==> src/sv/nearest_owned_neighbor_force_add_macros.svh <==
// Assertion macros shared by the nearest owned neighbour force add RTL.
// Define ASSERT_OFF to compile every check away; no other dependencies.
`ifndef NEAREST_OWNED_NEIGHBOR_FORCE_ADD_MACROS_SVH
`define NEAREST_OWNED_NEIGHBOR_FORCE_ADD_MACROS_SVH

`ifndef ASSERT_OFF

// Condition implies consequence in the same cycle
`define NONFA_ASSERT_IMPL(lbl, clk, rst, cond, cons, msg) \
  lbl: assert property (@(posedge clk) disable iff (rst) (cond) |-> (cons)) \
    else $error(msg);

// Condition implies consequence in the next cycle
`define NONFA_ASSERT_NEXT(lbl, clk, rst, cond, cons, msg) \
  lbl: assert property (@(posedge clk) disable iff (rst) (cond) |=> (cons)) \
    else $error(msg);

`else

`define NONFA_ASSERT_IMPL(lbl, clk, rst, cond, cons, msg)
`define NONFA_ASSERT_NEXT(lbl, clk, rst, cond, cons, msg)

`endif

`endif

==> src/sv/nonfa_pkg.sv <==
// Shared types, widths and helpers for the nearest owned neighbour force add block.
// No dependencies; used by every module of the block.
`timescale 1ns / 1ps

package nonfa_pkg;

  localparam int IdW    = 16;
  localparam int PosW   = 24;
  localparam int ForceW = 32;
  localparam int RadW   = 24;
  localparam int DiffW  = 24;  // magnitude of a difference of two Q12.12 positions
  localparam int SqW    = 2 * DiffW;
  localparam int DistW  = SqW + 2;  // sum of three squares

  localparam int QUEUE_DEPTH = 4;

  localparam logic [RadW-1:0] RADIUS_RESET = RadW'(4096);
  localparam logic [SqW-1:0]  RADSQ_RESET  = SqW'(RADIUS_RESET) * SqW'(RADIUS_RESET);

  typedef enum logic {
    CMD_START    = 1'b0,
    CMD_NEIGHBOR = 1'b1
  } cmd_t;

  // One classified request passed from front to back
  typedef struct packed {
    cmd_t                         cmd;
    logic                         qual;
    logic                         last;
    logic [2:0][DiffW-1:0]        diff;
    logic [2:0][ForceW-1:0]       frc;
  } entry_t;

  // Signed add clamped to the 32-bit range
  function automatic logic [ForceW-1:0] sat_add(input logic [ForceW-1:0] a,
                                                input logic [ForceW-1:0] b);
    logic [ForceW:0] s;
    logic [ForceW-1:0] r;
    s = {a[ForceW-1], a} + {b[ForceW-1], b};
    if (s[ForceW] != s[ForceW-1]) begin
      r = s[ForceW] ? {1'b1, {(ForceW-1){1'b0}}} : {1'b0, {(ForceW-1){1'b1}}};
    end else begin
      r = s[ForceW-1:0];
    end
    return r;
  endfunction

endpackage

==> src/sv/nonfa_queue.sv <==
// Short FIFO of classified requests between front and back.
// Depends on nonfa_pkg for the entry type.
`timescale 1ns / 1ps
`include "nearest_owned_neighbor_force_add_macros.svh"

module nonfa_queue #(
  parameter int Depth = nonfa_pkg::QUEUE_DEPTH
) (
  input  logic              clk,
  input  logic              rst,
  input  logic              push,
  input  nonfa_pkg::entry_t push_ent,
  output logic              full,
  output logic              q_valid,
  output nonfa_pkg::entry_t q_ent,
  input  logic              pop
);

  localparam int PtrW = $clog2(Depth);
  localparam int CntW = $clog2(Depth + 1);

  nonfa_pkg::entry_t slots [Depth];
  logic [PtrW-1:0]   wr_ptr;
  logic [PtrW-1:0]   rd_ptr;
  logic [CntW-1:0]   count;

  assign full    = (count == CntW'(Depth));
  assign q_valid = (count != '0);
  assign q_ent   = slots[rd_ptr];

  // Advance pointers and count
  always_ff @(posedge clk) begin
    if (rst) begin
      wr_ptr <= '0;
      rd_ptr <= '0;
      count  <= '0;
    end else begin
      if (push) begin
        wr_ptr <= (wr_ptr == PtrW'(Depth - 1)) ? '0 : wr_ptr + 1'b1;
      end
      if (pop) begin
        rd_ptr <= (rd_ptr == PtrW'(Depth - 1)) ? '0 : rd_ptr + 1'b1;
      end
      if (push && !pop) begin
        count <= count + 1'b1;
      end else if (pop && !push) begin
        count <= count - 1'b1;
      end
    end
  end

  // Store the incoming request
  always_ff @(posedge clk) begin
    if (push) begin
      slots[wr_ptr] <= push_ent;
    end
  end

  `NONFA_ASSERT_IMPL(a_q_no_overflow, clk, rst, push, !full, "push into full queue")
  `NONFA_ASSERT_IMPL(a_q_no_underflow, clk, rst, pop, q_valid, "pop from empty queue")

endmodule

==> config.mk <==
export PLATFORM = sky130hd
export DESIGN_NAME = nonfa_queue
export DESIGN_NICKNAME = d
export VERILOG_FILES = /design/src/sv/nonfa_pkg.sv /design/src/sv/nonfa_queue.sv
export VERILOG_INCLUDE_DIRS = /design/src /design/src/sv
export SDC_FILE = /design/constraint.sdc
export NUM_CORES = 1
export LEC_CHECK = 0
export ABC_AREA = 1
export BUFFER_PORTS_ARGS = -buffer_cell sky130_fd_sc_hd__buf_4
export CORE_UTILIZATION = 36
export CTS_BUF_LIST = sky130_fd_sc_hd__clkbuf_8
export CTS_CLUSTER_DIAMETER = 40
export DETAILED_ROUTE_END_ITERATION = 8
export SYNTH_ARGS = -nofsm -noshare
export SYNTH_HDL_FRONTEND = slang
export SYNTH_SLANG_ARGS = --single-unit
==> constraint.sdc <==
create_clock -name clk -period 7.9 [get_ports clk]
set_clock_uncertainty 0.15 [all_clocks]
set_input_delay 1.185 -clock clk [delete_from_list [all_inputs] [get_ports clk]]
set_output_delay 1.185 -clock clk [all_outputs]
set_load 0.05 [all_outputs]
* Word level (Yosys, flattened, before mapping)
Memories as Yosys holds them, arrays and structs flattened. A register that Yosys moved wholly into a read port is not among the register bits.
Cells that the tools add are included.
** Word-level totals
- Bits in writable memories :: 684
- Input bits :: 175
- Register bits after elaboration :: 7
- Memory bits (read-only) :: 0
- Bits in latches :: 0
- Word-level logic and storage cells :: 25
- Memories :: 1
- Output and inout port bits :: 173
** Memories
- slots :: words 4, bits a word 171, read ports 1, clocked after memory_dff 1, write ports 1, line nonfa_queue.sv:22 : nonfa_pkg::entry_t slots [Depth];
** Operators by class
- Shift operators :: 0
- Bitwise gates (word level) :: 0
- Reductions and logical operators :: 6
- Divide/modulo/power cells :: 0
- Order comparisons :: 0
- Mux-type cells :: 8
- Multiply operators :: 0
- Eq/ne operators :: 3
- Add/subtract/negate cells :: 4
** Operator list (number)
- two-way mux 2 bit :: 4
- two-way mux 3 bit :: 2
- adder 2 x 1 -> 2 bit, second input constant :: 2
- equality test 2 bit, second input constant :: 2
- adder 3 x 1 -> 3 bit, second input constant :: 1
- equality test 3 bit, second input constant :: 1
- nonzero test 3 bit :: 1
- subtractor 3 x 1 -> 3 bit, second input constant :: 1
- logical AND 1 bit :: 2
- logical NOT 1 bit :: 2
- two-way mux 1 bit :: 2
- nonzero test 2 bit :: 1

* Logic depth before layout (Yosys ltp)
Gate-level depths: netlist of run 1.
- Depth after elaboration :: 4
- Depth in mapped cells :: 10
- Mapped depth without buffers :: 10

* Least setup slack after synthesis of run 1
No wires, ideal clock.
- Path kind :: input -> register
- From :: input push
- To :: memory slots[3][0] (netlist bit) (enable)
- Data required time :: 7.227 ns
- Setup time :: 0.523 ns
- Stages :: 2
- Data arrival time :: 4.509 ns
- Setup slack :: 2.718 ns
- Buffers on the path :: 0
- Path through :: nand2_1 > inv_1
** On the way
- Cells in the longest elaborated chain, start to end :: 2
** Ends and longest elaborated chain
- start, declared :: line nonfa_queue.sv:11 : input logic push,
- two-way mux 1 bit :: line nonfa_queue.sv:54 : if (push) begin
- two-way mux 1 bit (implied by the code) :: line nonfa_queue.sv:55 : slots[wr_ptr] <= push_ent;
- end, declared :: line nonfa_queue.sv:22
No other way between the ends.

==> results of run 1 <==
power breakdown:
| part | total [uW] | internal, uW | switching [uW] |
|---|---|---|---|
| Sequential | 4250 | 4210 | 39.5 |
| Combinational | 1280 | 340 | 942 |
| Clock | 2900 | 1490 | 1410 |
cell type report:
| type | count | area share |
|---|---|---|
| tap | 940 | 0.0377 |
| timing repair buffer | 362 | 0.0884 |
| clock buffer | 118 | 0.0521 |
| antenna | 1 | 0.0000803 |
| sequential | 693 | 0.665 |
| multi-input combinational | 892 | 0.138 |
| clock inverter | 96 | 0.0165 |
| inverter | 16 | 0.00289 |
cells in the final DEF (no fill, tap or decap):
cell type                      n
sky130_fd_sc_hd__inv_4         1
sky130_fd_sc_hd__o22ai_1     171
sky130_fd_sc_hd__xor2_1        1
sky130_fd_sc_hd__o21ai_0     345
sky130_fd_sc_hd__buf_4       359
sky130_fd_sc_hd__fa_1          1
sky130_fd_sc_hd__dfxtp_4       2
sky130_fd_sc_hd__clkinv_2     12
sky130_fd_sc_hd__nand3_1       1
sky130_fd_sc_hd__buf_12        3
sky130_fd_sc_hd__clkinvlp_4    3
sky130_fd_sc_hd__nor3_1        3
sky130_fd_sc_hd__inv_1        46
sky130_fd_sc_hd__nor2_1      351
sky130_fd_sc_hd__nand4_1       1
sky130_fd_sc_hd__clkinv_1     36
sky130_fd_sc_hd__inv_8         2
sky130_fd_sc_hd__dfxtp_1       7
sky130_fd_sc_hd__diode_2       1
sky130_fd_sc_hd__clkinv_8      2
sky130_fd_sc_hd__bufinv_16     3
sky130_fd_sc_hd__inv_6         5
sky130_fd_sc_hd__ha_1          6
sky130_fd_sc_hd__a21oi_1       3
sky130_fd_sc_hd__clkbuf_8    118
sky130_fd_sc_hd__clkinv_4      2
sky130_fd_sc_hd__nand2_1       9
sky130_fd_sc_hd__edfxtp_1    684
path summary, 6_finish.rpt:
check	start	to	slack, ns	cells after the start
hold reg to reg	wr_ptr[1]$_SDFFE_PP0P_	wr_ptr[1]$_SDFFE_PP0P_	0.38	2
setup reg to reg	wr_ptr[0]$_SDFFE_PP0P_	slots[3][102]$_DFFE_PP_	5.17	4
setup / recovery	flop	q_ent[88]	2.75	6
hold / removal	wr_ptr[1]$_SDFFE_PP0P_	wr_ptr[1]$_SDFFE_PP0P_	0.38	2
logic make-up (layout without fill, tap and decap cells):
| family | Yosys count | count (layout) | share of synthesized area |
|---|---|---|---|
| adder cells (fa/ha/maj) | 7 | 7 | 0.00371 |
| AND/OR/NAND/NOR | 365 | 365 | 0.0537 |
| buffers and inverters | 128 | 592 | 0.0251 |
| flip-flops | 693 | 693 | 0.808 |
| AO/OA/AOI/OAI | 519 | 519 | 0.110 |
| XOR/XNOR | 1 | 1 | 0.000341 |
| other | 0 | 1 | 0 |
sequential cells by signal, summed over array words and instances, names as in the netlist, named ones only:
name	count
rd_ptr	2
count	3
wr_ptr	2
slots	684
worst min-delay path: cells and delay by family (launching register included):
| family | cells | cell delay [ns] |
|---|---|---|
| buffers and inverters | 1 | 0.09 |
| DFF | 1 | 0.32 |
| AOI/OAI and AO/OA | 1 | 0.07 |
metal layers:
layer | routed length (um) | vias to the layer above
met1 | 24800 | 7737
met4 | 1470 | 10
met2 | 29800 | 460
li1 | - | 7243
met3 | 5170 | 117
met5 | 69 | -
stage by stage:
step	power [uW]	std cells	hold slack, ns	worst slack [ns]
after global routing	8760	3118	0.414	2.58
final	8430	3118	0.382	2.75
after global placement	5590	2903	0.359	3.76
after CTS	8530	3117	0.390	2.85
after floorplan	5160	1713	0.340	2.72
after detailed placement	5620	2903	0.380	3.66
==> results, run 1 <==
- The met3 track demand over resource is 0.0552.
- After the last flow step, the layout net total stands at 2263.
- The total area of sequential cells is 0.0207 mm^2.
- The number of buffer cells added on primary ports is 347.
- The min-delay analysis places its worst path in the category reg2reg.
- The hold violation count in the final report came to 0.
- After clock tree synthesis, the flow added hold-fix buffers numbering 0.
- The post-DP HPWL is 32600 um.
- Entering global routing, the biggest net connects 215 pins.
- Ranked by instance count, the synthesized netlist is headed by sky130_fd_sc_hd__edfxtp_1, sky130_fd_sc_hd__nor2_1, sky130_fd_sc_hd__o21ai_0.
- The global routing stage identified its most utilized layer as met2.
- The core occupancy in the finished layout is 0.444.
- In this run the count of I/O pins placed on the die edge is 348.
- The dominant cell type by area after synthesis is sky130_fd_sc_hd__edfxtp_1.
- The number of max-slew violations in the final report is 58.
- The flow ran to the end, but the final reports show violations.
- The initial utilization of the core area, before any placement, comes to 0.365.
- The routing usage on met1 is 0.192.
- For this run, the total global-route usage over all layers was measured as 0.163.
- The reported leakage power is 0.0109 uW.
- The number of optimization iterations in the first detailed-route pass is 5.
- For the finished layout, the period the worst path requires is 5.15 ns.
- The type of the worst setup path is reg2out.
- For this run, asynchronously set or reset flops after synthesis account for 0.
- After filler insertion, the fill cell instance count of the layout stands at 6268.
- For this run, the register share of the synthesized area comes to 0.808.
- Among all flip-flop cells after synthesis, the most frequent one is sky130_fd_sc_hd__edfxtp_1.
- The met2 track demand over resource in global routing is 0.274.
- The pin slew with the least headroom to its limit is 1.52 ns.
- The final routed wire length divided by cell count is 19.7 um.
- The number of maximum-capacitance constraint violations is 0.
- The worst setup path is launched from a flop.
- The die covers 0.0723 mm^2.
- The library cell with the highest instance count after synthesis is sky130_fd_sc_hd__edfxtp_1.
- The clock-pin transition on the worst setup and hold timing paths is 0.06 ns.
- No sink is reached through more buffers than the 3 on the longest clock path.
- The multi-input combinational cells in the finished layout cover a total of 0.00429 mm^2.
- In this run the remaining antenna-violating nets after routing total 0.
- The number of cell rows is 97.
- In the final layout, the share of cells above drive strength 1 is 0.235.
- STA puts the critical path data required time at 6.57 ns.
- The portion of synthesized cell area occupied by the leading cell type is 0.801.
- The largest single stage delay on the critical path is 0.56 ns.
- The ratio of total power to cell area is 270 mW/mm^2.
- STA classifies the critical path endpoint as an output pin.
- Yosys printed 0 warnings.
- The ratio of final minimum period to clock period is 0.652.
- Setup violations remaining at the end of the flow were counted as 0.
- The checks that failed: max-slew violations.
- The via count of the first global-routing pass is 15800.
- The post-route DRC violation count is 0.
- Counting every instance in the synthesized netlist gives 1713.
- The first-pass GRT wire length is 89200 um.
- The CTS buffer count is 116.
- The mean post-synth cell area is 15.0 um^2.
- Setup repair after global routing left no endpoint under its margin.
- Once the clock tree was built, the resizer swapped 0 gates to a different size.
- The synthesized netlist occupies a cell area of 0.0257 mm^2.
- The clock drives 693 sinks.
- The placer's final routability congestion estimate is 0.735.
- The area growth from synthesis to layout is 21.5%.
- CTS placed an instance of sky130_fd_sc_hd__clkbuf_8 at the clock tree root.
- The critical path's top delay family is buffers and inverters.
- From bottom edge to top edge, the die measures 269 um.
- Traced cell by cell, the critical path runs through buf_12 > inv_8 > buf_12 > o21ai_0 > o22ai_1 > buf_4.
- In this run the cell area measured after placement is 0.0290 mm^2.
- Static timing analysis puts the maximum clock frequency at 0.194 GHz.
- After routing, the total negative slack on setup checks comes to 0 ns.
- The detailed router finished its first iteration with 986 violations.
- By area the synthesized netlist is led by sky130_fd_sc_hd__edfxtp_1, sky130_fd_sc_hd__o21ai_0, sky130_fd_sc_hd__nor2_1, sky130_fd_sc_hd__o22ai_1, sky130_fd_sc_hd__clkbuf_1.
- The finished cells cover 0.0312 mm^2.
- The net count after synthesis is 1895.
- The initial antenna violation count is 7.
- IR analysis of the VDD net gives a maximum drop of 188 uV.
- The buffers plus inverters on the worst setup path is 4.
- TritonCTS built the clock tree.
- The via count is 15600.
- Global routing finished with a remaining overflow of 0.
- The clock reaches the later pin of the worst-skew pair after 0.70 ns.
- In this run the horizontal extent of the chip is 269 um.
- Yosys mapped a number of flops with a built-in enable equal to 684.
- The most repeated library cell on the critical path is sky130_fd_sc_hd__buf_12.
- The count of unique library cells instantiated by Yosys is 20.
- The wire length after detailed routing is 61300 um.
- The worst slew margin relative to its limit is -0.0138.
- The master of the slowest instance on the critical path is sky130_fd_sc_hd__o21ai_0.
- In this run the worst path has a maximum fanout of 214.
- At the worst endpoint, the arrival time is 3.82 ns.
- The floorplan step defined a core boundary enclosing 0.0703 mm^2.
- The number of H-tree levels is 3.
- The detailed-route vias per instance is 4.99.
- The number of flip-flops and latches in the synthesized netlist is 693.
- The number of post-CTS setup repair buffers is 0.
Note: power is estimated with default switching activity, not from simulation.
==> run 2: changes to the inputs <==
clock period = 5.4 ns   (was 7.9 ns; I/O delays follow)
==> run 2 against run 1 <==
The run now ends clean. Sequential power is 46% higher. Final cell count about the same. Critical endpoint is now q_ent[127]. Worst hold slack worse by 0.24 ns. Largest power group unchanged.
==> results, run 2 (synthesis results as in run 1) <==
- The largest register by flop count is slots.
- The number of DRC violations after detailed-routing iteration 0 is 924 (-6.3%).
- The clock sink count is 693 (unchanged).
- The post-cts repair resize count is 0 (unchanged).
- Walking the worst path, the cells encountered are inv_8 > buf_12 > o21ai_0 > o22ai_1 > buf_4.
- The final routed wire length divided by cell count is 19.6 um (-0.51%).
- The worst path setup slack after routing came to 1.08 ns (-1.67 ns).
- TritonCTS built the clock tree.
- The number of optimization iterations in the first detailed-route pass was 5 (unchanged).
- The width of the chip came to 269 um (unchanged).
- The source of the worst register-to-register timing path is wr_ptr[0]$_SDFFE_PP0P_.
- The flow ran to the end, and the final reports show no timing, DRC or antenna violations.
- The post-route setup TNS is 0 ns (unchanged).
- The ratio of final minimum period to clock period is 0.800.
- The initial antenna violation count is 6 (-1).
- The number of max-slew violations in the final report was 0 (-100%).
- The smallest clock period supported by the final layout is computed as 4.32 ns.
- The core region area is 0.0703 mm^2 (unchanged).
- The first-pass GRT wire length came to 89400 um (+0.21%).
- The fraction of layout cells with a size suffix above 1 came to 0.239 (+0.00357).
- The number of H-tree levels is 3 (unchanged).
- The worst slew margin relative to its limit came to 0.248 (+0.262).
- The arrival time reported for the critical path endpoint is 3.36 ns (-0.46 ns).
- The post-route DRC violation count is 0 (unchanged).
- The area growth from synthesis to layout is 21.6% (about the same).
- The number of maximum-capacitance constraint violations was 0 (unchanged).
- The final-report setup violation count came to 0 (unchanged).
- On the critical path the largest part of the delay comes from buffers and inverters.
- The ratio of total power to cell area is 392 mW/mm^2 (+45%).
- The detailed-route vias per instance is 5.03 (+0.69%).
- The hold buffer count at cts is 0 (unchanged).
- The maximum cell stage delay along the critical path is 0.86 ns (+0.30 ns).
- The number of cell rows is 97 (unchanged).
- The total area of sequential cells is 0.0207 mm^2 (unchanged).
- Static timing analysis puts the maximum clock frequency at 0.232 GHz.
- The maximum resistive drop on vdd is 296 uV (+58%).
- The global-route total usage across every layer was 0.163 (about the same).
- The maximum number of pins on one net before global-route repair is 196 (-8.8%).
- The placer's final routability congestion estimate is 0.722 (-1.8%).
- The largest registers in the layout are slots (684), count (3).
- The top-level I/O count is 348 (unchanged).
- The buffer type at the clock tree root is sky130_fd_sc_hd__clkbuf_8.
- Setup repair after global routing left no endpoint under its margin.
- The starting density of the core came to 0.365 (unchanged).
- The sort of element at the start of the critical path is a flop.
- The worst slack after detailed placement is 1.81 ns (-1.85 ns).
- The later-pin clock latency in the skew report was 0.71 ns (about the same).
- The combined area of the multi-input logic cells is 0.00429 mm^2 (unchanged).
- The final net count is 2270 (+0.31%).
- The pin slew with the least headroom to its limit is 1.13 ns (-0.392 ns).
- The hold violation count in the final report came to 0 (unchanged).
- The CTS buffer count was 117 (+0.86%).
- The buffers plus inverters on the worst setup path came to 3 (-1).
- The number of post-CTS setup repair buffers is 0 (unchanged).
- The master of the slowest instance on the critical path is sky130_fd_sc_hd__inv_8.
- The flip-flop count of the largest register, all copies and words added is 684 (unchanged).
- The final antenna-violating net count is 0 (unchanged).
- In this run the worst hold path is classified as in2reg.
- The total die area is 0.0723 mm^2 (unchanged).
- The post-DP HPWL came to 32900 um (+1.1%).
- Leaving out fill and tap cells, the most frequent cell in the layout is sky130_fd_sc_hd__edfxtp_1.
- The required time at the worst-slack endpoint is 4.44 ns (-2.13 ns).
- The number of buffer cells added on primary ports is 347 (unchanged).
- The final global-route overflow total was 0 (unchanged).
- The layout filler cell count is 6243 (-0.40%).
- The via count of the first global-routing pass is 15700 (-0.40%).
- The maximum buffer depth of the clock tree is 3 (unchanged).
- The reported leakage power is 0.0109 uW (+0.36%).
- The beginning of the worst hold path is push_ent[57].
- The endpoint type of the worst setup path is an output pin.
- The wire length after detailed routing was 61100 um (-0.45%).
- The clock-pin transition on the worst setup and hold timing paths was 0.06 ns (about the same).
- Leaving out fill and tap cells, the most frequent cells in the layout are sky130_fd_sc_hd__edfxtp_1, sky130_fd_sc_hd__buf_4, sky130_fd_sc_hd__nor2_1.
- The height of the die is 269 um (unchanged).
- The worst setup path is of the reg2out kind.
- The via count was 15700 (+0.75%).
- The largest fanout of any net on the critical path is 195 (-8.9%).
run 2: changes by cell type in the layout (fill, tap and decap cells not counted), moves of 2 or more:
cell                         before  now
sky130_fd_sc_hd__clkinvlp_4       3    9
sky130_fd_sc_hd__bufinv_16        3    1
sky130_fd_sc_hd__buf_12           3    5
sky130_fd_sc_hd__inv_8            2    4
sky130_fd_sc_hd__clkinv_2        12    9
sky130_fd_sc_hd__clkinv_1        36   17
sky130_fd_sc_hd__buf_4          359  363
sky130_fd_sc_hd__inv_1           46   58
run 2: layout make-up:
type / instances / area share
antenna: 2 / 0.000160
clock buffer: 118 / 0.0520
clock inverter: 91 / 0.0148
inverter: 16 / 0.00289
multi-input combinational: 892 / 0.138
sequential: 693 / 0.664
tap: 940 / 0.0377
timing repair buffer: 368 / 0.0905
run 2: stage by stage:
step	util	hold slack, ns	std cells	cell area [um^2]	total power, uW
3_3_place_gp	0.414	0.355	2909	29100	8190
6_report	0.444	0.145	3120	31200	12200
2_1_floorplan	-	0.340	1713	25700	7550
5_1_grt	0.444	0.0796	3118	31200	12700
3_5_place_dp	0.414	0.382	2909	29100	8220
4_1_cts	0.444	0.0496	3118	31200	12400
run 2: final timing paths:
check / slack [ns] / endpoint / cells after the start
max: 1.08 / q_ent[127] / 5
min: 0.15 / slots[1][57]$_DFFE_PP_ / 1
max reg2reg: 2.91 / slots[3][33]$_DFFE_PP_ / 4
min reg2reg: 0.38 / wr_ptr[1]$_SDFFE_PP0P_ / 2
run 2: metal layers:
| metal | GRT usage | up-vias | wire length (um) | part of all wire |
|---|---|---|---|---|
| li1 | - | 7253 | - | - |
| met1 | 0.193 | 7808 | 24500 | 0.40 |
| met2 | 0.270 | 498 | 29300 | 0.48 |
| met3 | 0.0603 | 115 | 5670 | 0.093 |
| met4 | 0.0628 | 10 | 1560 | 0.025 |
| met5 | 0 | - | 67 | 0.0011 |
run 2: report_power, final:
| group | switching, uW | internal [uW] | total, uW |
|---|---|---|---|
| clock network | 2040 | 2090 | 4130 |
| registers | 65.7 | 6160 | 6220 |
| logic | 1370 | 502 | 1870 |
