### src/sv/nearest_owned_neighbor_force_add_macros.svh
// Assertion macros shared by the nearest owned neighbour force add RTL.
// Define ASSERT_OFF to compile every check away; no other dependencies.
`ifndef NEAREST_OWNED_NEIGHBOR_FORCE_ADD_MACROS_SVH
`define NEAREST_OWNED_NEIGHBOR_FORCE_ADD_MACROS_SVH

`ifndef ASSERT_OFF

// Condition implies consequence in the same cycle
`define NONFA_ASSERT_IMPL(lbl, clk, rst, cond, cons, msg) \
  lbl: assert property (@(posedge clk) disable iff (rst) (cond) |-> (cons)) \
    else $error(msg);

// Condition implies consequence in the next cycle
`define NONFA_ASSERT_NEXT(lbl, clk, rst, cond, cons, msg) \
  lbl: assert property (@(posedge clk) disable iff (rst) (cond) |=> (cons)) \
    else $error(msg);

`else

`define NONFA_ASSERT_IMPL(lbl, clk, rst, cond, cons, msg)
`define NONFA_ASSERT_NEXT(lbl, clk, rst, cond, cons, msg)

`endif

`endif

### src/sv/nonfa_pkg.sv
// Shared types, widths and helpers for the nearest owned neighbour force add block.
// No dependencies; used by every module of the block.
`timescale 1ns / 1ps

package nonfa_pkg;

  localparam int IdW    = 16;
  localparam int PosW   = 24;
  localparam int ForceW = 32;
  localparam int RadW   = 24;
  localparam int DiffW  = 24;  // magnitude of a difference of two Q12.12 positions
  localparam int SqW    = 2 * DiffW;
  localparam int DistW  = SqW + 2;  // sum of three squares

  localparam int QUEUE_DEPTH = 4;

  localparam logic [RadW-1:0] RADIUS_RESET = RadW'(4096);
  localparam logic [SqW-1:0]  RADSQ_RESET  = SqW'(RADIUS_RESET) * SqW'(RADIUS_RESET);

  typedef enum logic {
    CMD_START    = 1'b0,
    CMD_NEIGHBOR = 1'b1
  } cmd_t;

  // One classified request passed from front to back
  typedef struct packed {
    cmd_t                         cmd;
    logic                         qual;
    logic                         last;
    logic [2:0][DiffW-1:0]        diff;
    logic [2:0][ForceW-1:0]       frc;
  } entry_t;

  // Signed add clamped to the 32-bit range
  function automatic logic [ForceW-1:0] sat_add(input logic [ForceW-1:0] a,
                                                input logic [ForceW-1:0] b);
    logic [ForceW:0] s;
    logic [ForceW-1:0] r;
    s = {a[ForceW-1], a} + {b[ForceW-1], b};
    if (s[ForceW] != s[ForceW-1]) begin
      r = s[ForceW] ? {1'b1, {(ForceW-1){1'b0}}} : {1'b0, {(ForceW-1){1'b1}}};
    end else begin
      r = s[ForceW-1:0];
    end
    return r;
  endfunction

endpackage

### src/sv/nonfa_front.sv
// Front end: accepts requests, tracks the node id and position, classifies
// neighbours and forms per-axis distance magnitudes. Depends on nonfa_pkg.
`timescale 1ns / 1ps
`include "nearest_owned_neighbor_force_add_macros.svh"

module nonfa_front (
  input  logic                         clk,
  input  logic                         rst,
  input  logic                         in_valid,
  output logic                         in_stall,
  input  logic                         command,
  input  logic [nonfa_pkg::IdW-1:0]    owner_id,
  input  logic [nonfa_pkg::PosW-1:0]   pos_x,
  input  logic [nonfa_pkg::PosW-1:0]   pos_y,
  input  logic [nonfa_pkg::PosW-1:0]   pos_z,
  input  logic [nonfa_pkg::ForceW-1:0] force_x,
  input  logic [nonfa_pkg::ForceW-1:0] force_y,
  input  logic [nonfa_pkg::ForceW-1:0] force_z,
  input  logic                         is_attached,
  input  logic                         is_active,
  input  logic                         last_item,
  output logic                         ent_valid,
  output nonfa_pkg::entry_t            ent,
  input  logic                         q_full
);

  logic                                 f_valid;
  logic [nonfa_pkg::IdW-1:0]            node_id;
  logic [2:0][nonfa_pkg::PosW-1:0]      node_pos;
  logic [2:0][nonfa_pkg::PosW-1:0]      pos_in;
  nonfa_pkg::entry_t                    ent_next;
  nonfa_pkg::cmd_t                      cmd_in;
  logic                                 accept;
  logic                                 push;

  assign cmd_in = nonfa_pkg::cmd_t'(command);
  assign pos_in = {pos_z, pos_y, pos_x};

  // Hold the stage while the queue is full
  assign push      = f_valid && !q_full;
  assign in_stall  = f_valid && q_full;
  assign accept    = in_valid && !in_stall;
  assign ent_valid = f_valid;

  // Classify and form absolute axis differences
  always_comb begin
    logic signed [nonfa_pkg::PosW:0] d;
    ent_next.cmd  = cmd_in;
    ent_next.last = last_item;
    ent_next.qual = (owner_id == node_id) && is_attached && is_active;
    ent_next.frc  = {force_z, force_y, force_x};
    for (int i = 0; i < 3; i++) begin
      d = $signed({pos_in[i][nonfa_pkg::PosW-1], pos_in[i]}) -
          $signed({node_pos[i][nonfa_pkg::PosW-1], node_pos[i]});
      ent_next.diff[i] = d[nonfa_pkg::PosW] ? nonfa_pkg::DiffW'(-d)
                                            : nonfa_pkg::DiffW'(d);
    end
  end

  // Advance the stage and load node data on a start
  always_ff @(posedge clk) begin
    if (rst) begin
      f_valid  <= 1'b0;
      node_id  <= '0;
      node_pos <= '0;
    end else begin
      if (accept) begin
        f_valid <= 1'b1;
      end else if (push) begin
        f_valid <= 1'b0;
      end
      if (accept && cmd_in == nonfa_pkg::CMD_START) begin
        node_id  <= owner_id;
        node_pos <= pos_in;
      end
    end
  end

  always_ff @(posedge clk) begin
    if (accept) begin
      ent <= ent_next;
    end
  end

  `NONFA_ASSERT_IMPL(a_front_stall_held, clk, rst, in_stall, f_valid && !push,
                     "front stalls without a held request")

endmodule

### config.mk
export PLATFORM = sky130hd
export DESIGN_NAME = nonfa_front
export DESIGN_NICKNAME = d
export VERILOG_FILES = /design/src/sv/nonfa_pkg.sv /design/src/sv/nonfa_front.sv
export VERILOG_INCLUDE_DIRS = /design/src /design/src/sv
export SDC_FILE = /design/constraint.sdc
export NUM_CORES = 1
export LEC_CHECK = 0
export ABC_AREA = 0
export BUFFER_PORTS_ARGS = -buffer_cell sky130_fd_sc_hd__buf_2
export CORE_MARGIN = 2
export CORE_UTILIZATION = 49
export CTS_CLUSTER_DIAMETER = 60
export CTS_CLUSTER_SIZE = 30
export DETAILED_ROUTE_END_ITERATION = 8
export PLACE_DENSITY = 0.89
export SETUP_SLACK_MARGIN = 0.15
export SYNTH_ARGS = -nofsm -noshare
export SYNTH_HDL_FRONTEND = slang
export SYNTH_SLANG_ARGS = --single-unit
### constraint.sdc
create_clock -name clk -period 5.5 [get_ports clk]
set_input_delay 0.275 -clock clk [delete_from_list [all_inputs] [get_ports clk]]
set_output_delay 0.275 -clock clk [all_outputs]
set_load 0.005 [all_outputs]
* After elaboration in Yosys (flattened, before gate mapping)
Cells that the tools add are included.
** Word-level totals
- Bits in registers :: 260
- Logic and storage cells :: 36
- Input port bits :: 192
** Operators by class
- Bitwise gates (word level) :: 1
- Mux-type cells :: 5
- Reduce and logical (&&, ||, !) cells :: 9
- Equal/unequal tests :: 1
- Add/sub/neg operators :: 6
** Operators with widths (count)
- $sub A24 B24 Y25 :: 3
- $mux W24 :: 3
- $neg A24 Y24 :: 3
- $eq A16 B16 Y1 :: 1
- $logic_and A1 B1 Y1 :: 6
- $logic_not A1 Y1 :: 2
- $mux W1 :: 2
- $reduce_bool A2 Y1 :: 1
- $not A1 Y1 :: 1

* Depth between registers and ports, before layout
Gate-level depths: netlist (run 1).
- Depth in word-level cells :: 4
- Gate-level depth with buffers :: 14
- Mapped depth without buffers :: 13

* Least setup slack after synthesis (run 1)
Ideal clock, no wire load.
- Kind :: register -> register
- Start point :: register f_valid, in the netlist ent_valid
- End point :: register node_pos[24] (netlist name)
- Library setup time :: 0.070 ns
- Path slack :: -0.191 ns
- Period minus slack after synthesis :: 5.691 ns
- Data required time :: 5.430 ns
- Cell stages (with the launch flop) :: 9
- Data arrival time :: 5.621 ns
- Path through :: dfxtp_1 > nand2_1 > and2_1 > nor2b_1 > clkbuf_1 > clkbuf_1 > clkbuf_1 > nand2_1 > a21oi_1
** Between the ends
- Word-level cells in the longest chain between the ends :: 4
** Ends and longest elaborated chain
- from (decl) :: line nonfa_front.sv:27 : logic f_valid;
- from (signal assigned) :: line nonfa_front.sv:63 : f_valid <= 1'b0;
- from (signal assigned) :: line nonfa_front.sv:68 : f_valid <= 1'b1;
- from (signal assigned) :: line nonfa_front.sv:70 : f_valid <= 1'b0;
- $logic_and A1 B1 Y1 :: line nonfa_front.sv:41 : assign in_stall = f_valid && q_full;
- $logic_not A1 Y1 :: line nonfa_front.sv:42 : assign accept = in_valid && !in_stall;
- $logic_and A1 B1 Y1 :: line nonfa_front.sv:42
- net accept :: line nonfa_front.sv:33 : logic accept;
- $logic_and A1 B1 Y1 :: line nonfa_front.sv:72 : if (accept && cmd_in == nonfa_pkg::CMD_START) begin
- to (signal assigned) :: line nonfa_front.sv:74 : node_pos <= pos_in;
- to (decl) :: line nonfa_front.sv:29 : logic [2:0][nonfa_pkg::PosW-1:0] node_pos;
The timed path passes the listed nets, and every way through them passes these cells.
A chain may end at the register's enable or synchronous reset.

==> results of run 1 <==
state kept, by name, summed over array words and instances (netlist names):
| name | cells |
|---|---|
| node_pos | 72 |
| ent | 171 |
| node_id | 16 |
| ent_valid | 1 |
Yosys cell counts, types with 5 or more instances:
| cell type | n | area share [%] |
|---|---|---|
| nor2_1 | 72 | 1.9 |
| or2_2 | 8 | 0.35 |
| dfxtp_1 | 89 | 12 |
| and3_1 | 5 | 0.22 |
| o21bai_1 | 8 | 0.42 |
| o21a_1 | 15 | 0.78 |
| a21o_1 | 23 | 1.2 |
| and2_1 | 14 | 0.61 |
| or3_1 | 12 | 0.52 |
| nor4_1 | 6 | 0.26 |
| a211o_1 | 7 | 0.43 |
| clkbuf_1 | 49 | 1.3 |
| ha_1 | 75 | 6.5 |
| xnor2_1 | 90 | 5.5 |
| a211oi_1 | 14 | 0.73 |
| nand3_1 | 25 | 0.87 |
| o31ai_1 | 11 | 0.57 |
| a21oi_1 | 166 | 5.8 |
| nor2b_1 | 6 | 0.26 |
| nand2b_1 | 19 | 0.83 |
| nor4b_1 | 6 | 0.37 |
| edfxtp_1 | 171 | 36 |
| nand4_1 | 9 | 0.39 |
| inv_1 | 109 | 2.8 |
| o21ai_0 | 64 | 2.2 |
| a41oi_1 | 5 | 0.30 |
| xor2_1 | 33 | 2.0 |
| nand2_1 | 245 | 6.4 |
| nor3_1 | 23 | 0.80 |
| a31oi_1 | 11 | 0.48 |
| o211ai_1 | 10 | 0.52 |
critical path: cells and delay by family:
family / cells / cell delay, ps
buffers and inverters: 4 / 790
xor gates and xnor gates: 1 / 180
AOI/OAI and AO/OA: 6 / 2170
and+or+nand+nor: 2 / 480
adders and majority gates: 2 / 580
per-stage QoR:
step	hold slack [ps]	cells	utilization [%]	instance area (sq um)	setup slack (ps)
3_3_place_gp	441.4	2194	57.37	16510	1560
5_1_grt	46.77	2430	66.89	19250	1183
3_5_place_dp	447.5	2194	57.37	16510	1482
2_1_floorplan	373.9	1495	-	14390	1717
6_report	34.65	2431	66.90	19250	1309
4_1_cts	10.69	2421	66.82	19230	1487
per-layer routing:
layer | routed length [um] | vias up | track usage, %
met2 | 21990 | 575 | 49.34
li1 | - | 6395 | -
met4 | 2684 | 0 | 15.24
met1 | 16610 | 6325 | 31.06
met5 | 0 | - | 0
met3 | 2810 | 165 | 4.524
cells by family (layout without fill, tap and decap cells):
logic type               Yosys count  in the layout  synth area share, %
AND/OR/NAND/NOR                  472            472                15.13
AO/OA/AOI/OAI                    393            393                17.54
flip-flops                       260            260                48.09
buffers and inverters            164            706                4.462
XOR/XNOR                         123            123                7.490
adder cells (fa/ha/maj)           78             78                6.942
multiplexers                       5              5               0.3567
other                              0             10                    0
layout make-up:
cell class                      count  area (sq um)
Multi-Input combinational cell   1071          6838
Sequential cell                   260          6917
Fill cell                        2109          9525
Inverter                          109         409.1
Clock inverter                     19         291.5
Tap cell                          384         480.5
Clock buffer                       23         575.6
Timing Repair Buffer              555          3719
Antenna cell                       10         25.02
path summary, 6_finish.rpt:
path	startpoint	end	slack [ps]
worst max-delay path	pos_x[0]	ent[104]$_DFFE_PP_	1310
worst min-delay path	pos_y[1]	node_pos[25]$_SDFFE_PP0P_	30
worst max register to register	node_pos[0]$_SDFFE_PP0P_	ent[104]$_DFFE_PP_	1410
worst min register to register	node_pos[61]$_SDFFE_PP0P_	node_pos[61]$_SDFFE_PP0P_	460
power by group:
group          switching [mW]  internal (mW)
combinational           0.755          0.599
clock                   0.912          0.909
sequential             0.0671           2.31
total                    1.73           3.81
==> impl_metrics.csv, run 1 <==
group,metric,value,unit
cells_and_area,layout_commonest_cell,"buf_2",
floorplan,rows,62,
job,cap_violations,0,
grt,grt_usage,27.49,%
detailed_routing,final_antenna_net_count,0,
sta,hold_viol,0,
clock_tree,clkSlewWorstSetupHoldPaths,80,ps
clock_tree,root_buffer,"clkbuf_16",
critical_path,critPathMaxFanout,9,
floorplan,dieArea,0.03074,sq mm
critical_path,crit_path_max_incr_delay,540,ps
critical_path,arrival,4480,ps
grt,grt_pass1_wl,67980,um
placement,io_buffer_count,364,
floorplan,die_w,175.3,um
detailed_routing,num_vias,13460,
floorplan,start_util,49.98,%
detailed_routing,wire_per_inst,18.14,um
detailed_routing,drtPass1Iterations,7,
floorplan,core_area,0.02878,sq mm
sta,fin_setup_tns,0,ps
sta,skew,21.97,ps
synth,yosysWarnings,0,
clock_tree,postCtsSetupBuffers,0,
detailed_routing,wirelength,44100,um
floorplan,fp.dieH,175.3,um
floorplan,ios,365,
clock_tree,htree_levels,1,
clock_tree,ctsHoldBuffers,185,
cells_and_area,final_cell_mix,"buf_2, nand2_1, dlygate4sd3_1, edfxtp_1, a21oi_1",
critical_path,cpMostUsedCell,"inv_1",
critical_path,cp.required,5790,ps
critical_path,crit_path_cell_trace,"dlygate4sd3_1 > buf_2 > inv_1 > ha_1 > inv_1 > fa_1 > a21o_2 > a311oi_4 > nor4_1 > o21a_1 > o311a_1 > or2_2 > o21ai_1 > o21ai_0 > xnor2_1",
hold_path,worstHoldPathType,"in2reg",
cells_and_area,nets,2290,
sta,period_share,76.20,%
synth,synthArstFlopShare,0,%
sta,slew_headroom,31.86,%
hold_path,hold-path-cell-count,3,
run_status,status,"complete, no violations",
placement,dp_hpwl,30170,um
grt,grt_pass1_vias,13169,
synth,synth_ff_type,"edfxtp_1",
synth,synth_area_per_cell,9.621,sq um
placement,gp_congestion,0.9550,
synth,synthesis.nets,1765,
power_and_ir_drop,leakage,7.673,nW
detailed_routing,drt_first_iter_violations,836,
grt,grt_overflow,0,
sta,setup_violations,0,
clock_tree,clk_path_buf_depth,3,
critical_path,path_class,"in2reg",
power_and_ir_drop,vdd_ir_drop_max,0.0002786,V
critical_path,crit_path_start_kind,"input port",
clock_tree,cts_resized,0,
cells_and_area,syn_to_final_growth,33.86,%
clock_tree,cts_buffers,23,
grt,grt_max_degree,90,
clock_tree,cts_tree,"built",
synth,syn-instance-count,1495,
power_and_ir_drop,p_per_area,288.2,mW/mm^2
synth,synthesis.area,0.01438,sq mm
synth,synth_edf_count,171,
critical_path,reg2reg_depth,12,
sta,tightestPinTransition,1022,ps
synth,synth_cell_types,79,
sta,rsz0062_at_grt,"false",
synth,yosysSeqAreaShare,48.09,%
detailed_routing,via_per_inst,5.537,
sta,drv_slew,0,
sta,max_freq,238.6,MHz
critical_path,slowest_stage,"dlygate4sd3_1",
power_and_ir_drop,fin_total_pwr,5.549,mW
detailed_routing,drc,0,
cells_and_area,layout-drive-gt1-share,21.85,%
synth,postSynthRegisterBits,260,
clock_tree,cts_sinks,260,
critical_path,endpoint_kind,"flop",
grt,antenna_found_initial,9,
sta,period_needed,4191,ps
clock_tree,clk_latency,550,ps
(Power assumes the default switching activity.)
==> inputs of run 2 (changes only) <==
- clock period: 5.5 -> 3.7 ns (I/O delays scaled with it)
==> impl_metrics.csv, run 2 (synthesis results as in run 1) <==
group,metric,value,unit
cells_and_area,final_cell_mix,"buf_2, nand2_1, dlygate4sd3_1, edfxtp_1, a21oi_1",
clock_tree,cts_sinks,260,
critical_path,cp.required,4000,ps
detailed_routing,via_per_inst,5.527,
sta,period_needed,3625,ps
placement,io_buffer_count,364,
detailed_routing,wl_met3,3235,um
cells_and_area,largest_reg_flops,171,
grt,grt_usage,28.65,%
placement,placement.cell_area,0.01692,sq mm
grt,grt_max_degree,144,
placement,dp_hpwl,30670,um
power_and_ir_drop,vdd_ir_drop_max,0.0004032,V
clock_tree,clkSlewWorstSetupHoldPaths,90,ps
power_and_ir_drop,p_per_area,408.5,mW/mm^2
sta,setup_slack,75.12,ps
critical_path,slowest_stage,"or4b_4",
floorplan,ios,365,
cells_and_area,fin_cells,2516,
cells_and_area,design_area,0.02029,sq mm
power_and_ir_drop,leakage,8.131,nW
clock_tree,cts_buffers,21,
sta,max_freq,275.9,MHz
sta,timing.hold.ws,42.04,ps
floorplan,rows,62,
sta,slew_headroom,30.22,%
placement,placed_cells,2242,
floorplan,core_area,0.02878,sq mm
grt,antenna_found_initial,14,
clock_tree,root_buffer,"clkbuf_16",
hold_path,worstHoldPathType,"in2reg",
cells_and_area,top_register,"ent",
detailed_routing,drtPass1Iterations,6,
sta,tightestPinTransition,1047,ps
sta,setup_violations,0,
cells_and_area,nets,2374,
sta,skew,29.10,ps
critical_path,cpMostUsedCell,"xor2_1",
detailed_routing,final_antenna_net_count,0,
placement,place_worst_setup_slack,-92.87,ps
job,cap_violations,0,
floorplan,dieArea,0.03074,sq mm
critical_path,crit_path_cell_trace,"ha_4 > inv_2 > fa_2 > a21o_4 > a31o_2 > a21oi_1 > xor2_1 > nand3_1 > or4b_4 > or4_4 > a22o_1 > xor2_1",
clock_tree,clk_path_buf_depth,3,
floorplan,die_w,175.3,um
detailed_routing,top_layer,"met4",
detailed_routing,wirelength,47580,um
clock_tree,cts_tree,"built",
critical_path,path_class,"reg2reg",
floorplan,fp.dieH,175.3,um
floorplan,start_util,49.98,%
cells_and_area,reg_top3,"ent (171), node_pos (72), node_id (16)",
sta,period_share,97.97,%
detailed_routing,drt_first_iter_violations,1042,
detailed_routing,wl_met1,16870,um
critical_path,crit_path_start_kind,"flop",
detailed_routing,wire_per_inst,18.91,um
cells_and_area,syn_to_final_growth,41.08,%
run_status,status,"complete, no violations",
grt,grt_overflow,0,
clock_tree,htree_levels,1,
detailed_routing,num_vias,13905,
sta,hold_viol,0,
cells_and_area,layout-drive-gt1-share,27.54,%
clock_tree,clk_latency,530,ps
sta,rsz0062_at_grt,"true",
critical_path,crit_path_max_incr_delay,580,ps
critical_path,endpoint_kind,"flop",
critical_path,critPathMaxFanout,4,
detailed_routing,drc,0,
sta,drv_slew,0,
detailed_routing,wl_met2,24980,um
grt,grt_pass1_wl,70120,um
sta,fin_setup_tns,0,ps
placement,gp_congestion,0.9020,
cells_and_area,layout_commonest_cell,"buf_2",
grt,grt_pass1_vias,13464,
critical_path,arrival,3920,ps
run 2: cell types whose count changed in the layout (fill, tap and decap cells not counted), moves of 4 or more:
| cell | before | now |
|---|---|---|
| ha_4 | 0 | 10 |
| a211oi_1 | 14 | 10 |
| o21ai_0 | 64 | 58 |
| diode_2 | 10 | 15 |
| nor2_1 | 72 | 68 |
| nor3_1 | 23 | 18 |
| ha_1 | 75 | 63 |
| buf_4 | 6 | 79 |
| buf_6 | 0 | 7 |
| nor3_2 | 0 | 5 |
run 2: worst max-delay path, delay by kind of cell, from the launching register on:
kind / cells / cell delay (ps)
AOI/OAI and AO/OA: 4 / 940
adders and majority gates: 2 / 500
DFF: 1 / 370
and+or+nand+nor: 3 / 1170
buffers and inverters: 1 / 40
xor gates and xnor gates: 2 / 380
run 2: repair_timing:
item,CTS,global route
gates cloned,0,0
endpoints found under the setup margin,22,41
setup buffers,26,9
hold buffers,188,0
gates resized for setup,23,71
endpoints found under the hold margin,187,0
pin swaps,16,12
run 2: metrics by stage:
stage                     util [%]  power, mW
after global placement       58.77      5.430
after global routing         70.51      8.637
after detailed placement     58.77      5.483
final                        70.51      8.289
after CTS                    68.97      8.143
after floorplan                  -      4.756
run 2: final cells by class:
| type | count | area (sq um) |
|---|---|---|
| flip-flops and latches | 260 | 6920 |
| multi-input cells | 1071 | 7247 |
| well taps | 384 | 480.5 |
| clock inverters | 15 | 237.7 |
| clock buffers | 21 | 525.5 |
| fillers | 1990 | 8487 |
| diodes | 15 | 37.54 |
| inverters | 109 | 409.1 |
| repair buffers | 641 | 4436 |
run 2: metal layers:
| layer | vias up | track usage, % |
|---|---|---|
| li1 | 6556 | - |
| met1 | 6503 | 31.55 |
| met2 | 679 | 53.26 |
| met3 | 167 | 4.134 |
| met4 | 0 | 14.90 |
| met5 | - | 0 |
run 2: worst paths after layout:
kind                              from                         to  slack [ps]  depth (start not counted)
max           node_pos[0]$_SDFFE_PP0P_         ent[119]$_DFFE_PP_          80                         12
min                        is_attached         ent[169]$_DFFE_PP_          40                          3
max reg2reg   node_pos[0]$_SDFFE_PP0P_         ent[119]$_DFFE_PP_          80                         12
min reg2reg  node_pos[61]$_SDFFE_PP0P_  node_pos[61]$_SDFFE_PP0P_         460                          2
run 2: report_power, final:
group	internal (mW)	switching [mW]	leakage (nW)	total, mW
sequential	3.43	0.0913	2.38	3.52
combinational	1.07	1.25	5.38	2.32
clock	1.17	1.29	0.365	2.45
total	5.66	2.63	8.13	8.29
==> inputs of run 3 (changes only) <==
- CTS_CLUSTER_DIAMETER: 60 -> unset
- REMOVE_ABC_BUFFERS: unset -> 1
==> impl_metrics.csv, run 3 (synthesis results as in run 1) <==
group,metric,value,unit
run_status,status,"finished, violations left",
run_status,violations,"setup timing",
detailed_routing,wirelength,46720,um
clock_tree,root_buffer,"clkbuf_16",
grt,grt_overflow,0,
critical_path,critPathMaxFanout,4,
sta,drv_slew,0,
cells_and_area,fin_util,70.96,%
sta,setup_violations,1,
detailed_routing,wire_per_inst,18.64,um
floorplan,start_util,49.98,%
hold_path,min_from,"is_active",
cells_and_area,largest_reg_flops,171,
placement,gp_congestion,0.9113,
cells_and_area,layout-drive-gt1-share,27.25,%
sta,rsz0062_at_grt,"true",
detailed_routing,drt_first_iter_violations,1107,
critical_path,arrival,4010,ps
floorplan,core_area,0.02878,sq mm
floorplan,ios,365,
grt,antenna_found_initial,11,
detailed_routing,final_antenna_net_count,0,
clock_tree,cts_buffers,28,
cells_and_area,layout_commonest_cell,"buf_2",
clock_tree,htree_levels,1,
sta,tightestPinTransition,1084,ps
detailed_routing,via_per_inst,5.625,
cells_and_area,top_register,"ent",
cells_and_area,reg_top3,"ent (171), node_pos (72), node_id (16)",
critical_path,critPathLaunch,"node_pos[0]$_SDFFE_PP0P_",
clock_tree,clkSlewWorstSetupHoldPaths,60,ps
placement,dp_hpwl,29630,um
cells_and_area,fin_cells,2506,
floorplan,rows,62,
critical_path,path_class,"reg2reg",
hold_path,worstHoldPathType,"in2reg",
critical_path,endpoint_kind,"flop",
floorplan,dieArea,0.03074,sq mm
detailed_routing,drtPass1Iterations,8,
sta,skew,22.44,ps
power_and_ir_drop,vdd_ir_drop_max,0.0003245,V
cells_and_area,syn_to_final_growth,41.98,%
cells_and_area,final_cell_mix,"buf_2, nand2_1, dlygate4sd3_1, edfxtp_1, a21oi_1",
clock_tree,clk_path_buf_depth,3,
sta,hold_viol,0,
critical_path,crit_path_start_kind,"flop",
placement,placed_cells,2237,
sta,period_needed,3724,ps
detailed_routing,drc,0,
sta,max_freq,268.5,MHz
placement,io_buffer_count,364,
clock_tree,cts_sinks,260,
critical_path,r2r_start,"node_pos[0]$_SDFFE_PP0P_",
job,cap_violations,0,
power_and_ir_drop,p_per_area,426.0,mW/mm^2
grt,grt_usage,27.77,%
floorplan,fp.dieH,175.3,um
grt,grt_pass1_wl,68720,um
clock_tree,clk_latency,550,ps
grt,grt_pass1_vias,13495,
detailed_routing,num_vias,14095,
sta,setup_slack,-23.77,ps
power_and_ir_drop,leakage,8.149,nW
sta,slew_headroom,27.71,%
cells_and_area,nets,2358,
sta,period_share,100.6,%
grt,grt_max_degree,156,
critical_path,cp.required,3990,ps
floorplan,die_w,175.3,um
clock_tree,cts_tree,"built",
[run 3: cell type report]
class,count,area (sq um)
fill,1982,8358
multi-input combinational,1072,7437
sequential,260,6919
timing repair buffer,617,4227
clock buffer,38,738.2
tap,384,480.5
inverter,109,409.1
clock inverter,14,181.4
antenna,12,30.03
[run 3: timing repair]
action	in CTS	in global routing
resized for setup	35	87
pin swaps	14	30
buffers inserted	7	7
setup endpoints to repair	33	40
cloned	0	2
hold endpoints to repair	188	0
hold buffers	189	0
[run 3: worst max-delay path: stages, from the launching register on]
cell	delay, ps
dfxtp_2	350
ha_4	130
inv_2	40
fa_2	400
a21o_4	240
a311oi_4	390
nor2_2	100
o41ai_4	340
xnor2_2	100
or4b_4	550
or4_4	440
a22o_1	230
xor2_1	140
[run 3: metal layers]
layer | part of all wire [%] | track usage, %
met5 | 0 | 0
met4 | 5.7 | 14.48
met3 | 6.5 | 3.723
met2 | 50 | 49.52
met1 | 37 | 32.55
[run 3: power by group]
part / internal, mW / switching (mW)
logic: 1.03 / 1.28
clock network: 1.68 / 1.18
registers: 3.43 / 0.103
[run 3: worst paths after layout]
check                              end  slack, ps  cells after the start
max                 ent[119]$_DFFE_PP_        -20                     12
min                 ent[169]$_DFFE_PP_         40                      3
max reg2reg         ent[119]$_DFFE_PP_        -20                     12
min reg2reg  node_pos[23]$_SDFFE_PP0P_        450                      2
[run 3: through the flow]
stage	setup slack (ps)	instance area, sq um	power, mW	TNS, ps	hold WS, ps
2_1_floorplan	-4012	14150	4.742	-548960	254.1
3_3_place_gp	-54.95	16860	5.391	-54.95	361.7
3_5_place_dp	-131.1	16860	5.458	-349.9	363.1
4_1_cts	75.59	19880	8.491	0	6.346
5_1_grt	-87.66	20420	9.043	-87.66	39.18
6_report	-23.77	20420	8.700	-23.77	35.49
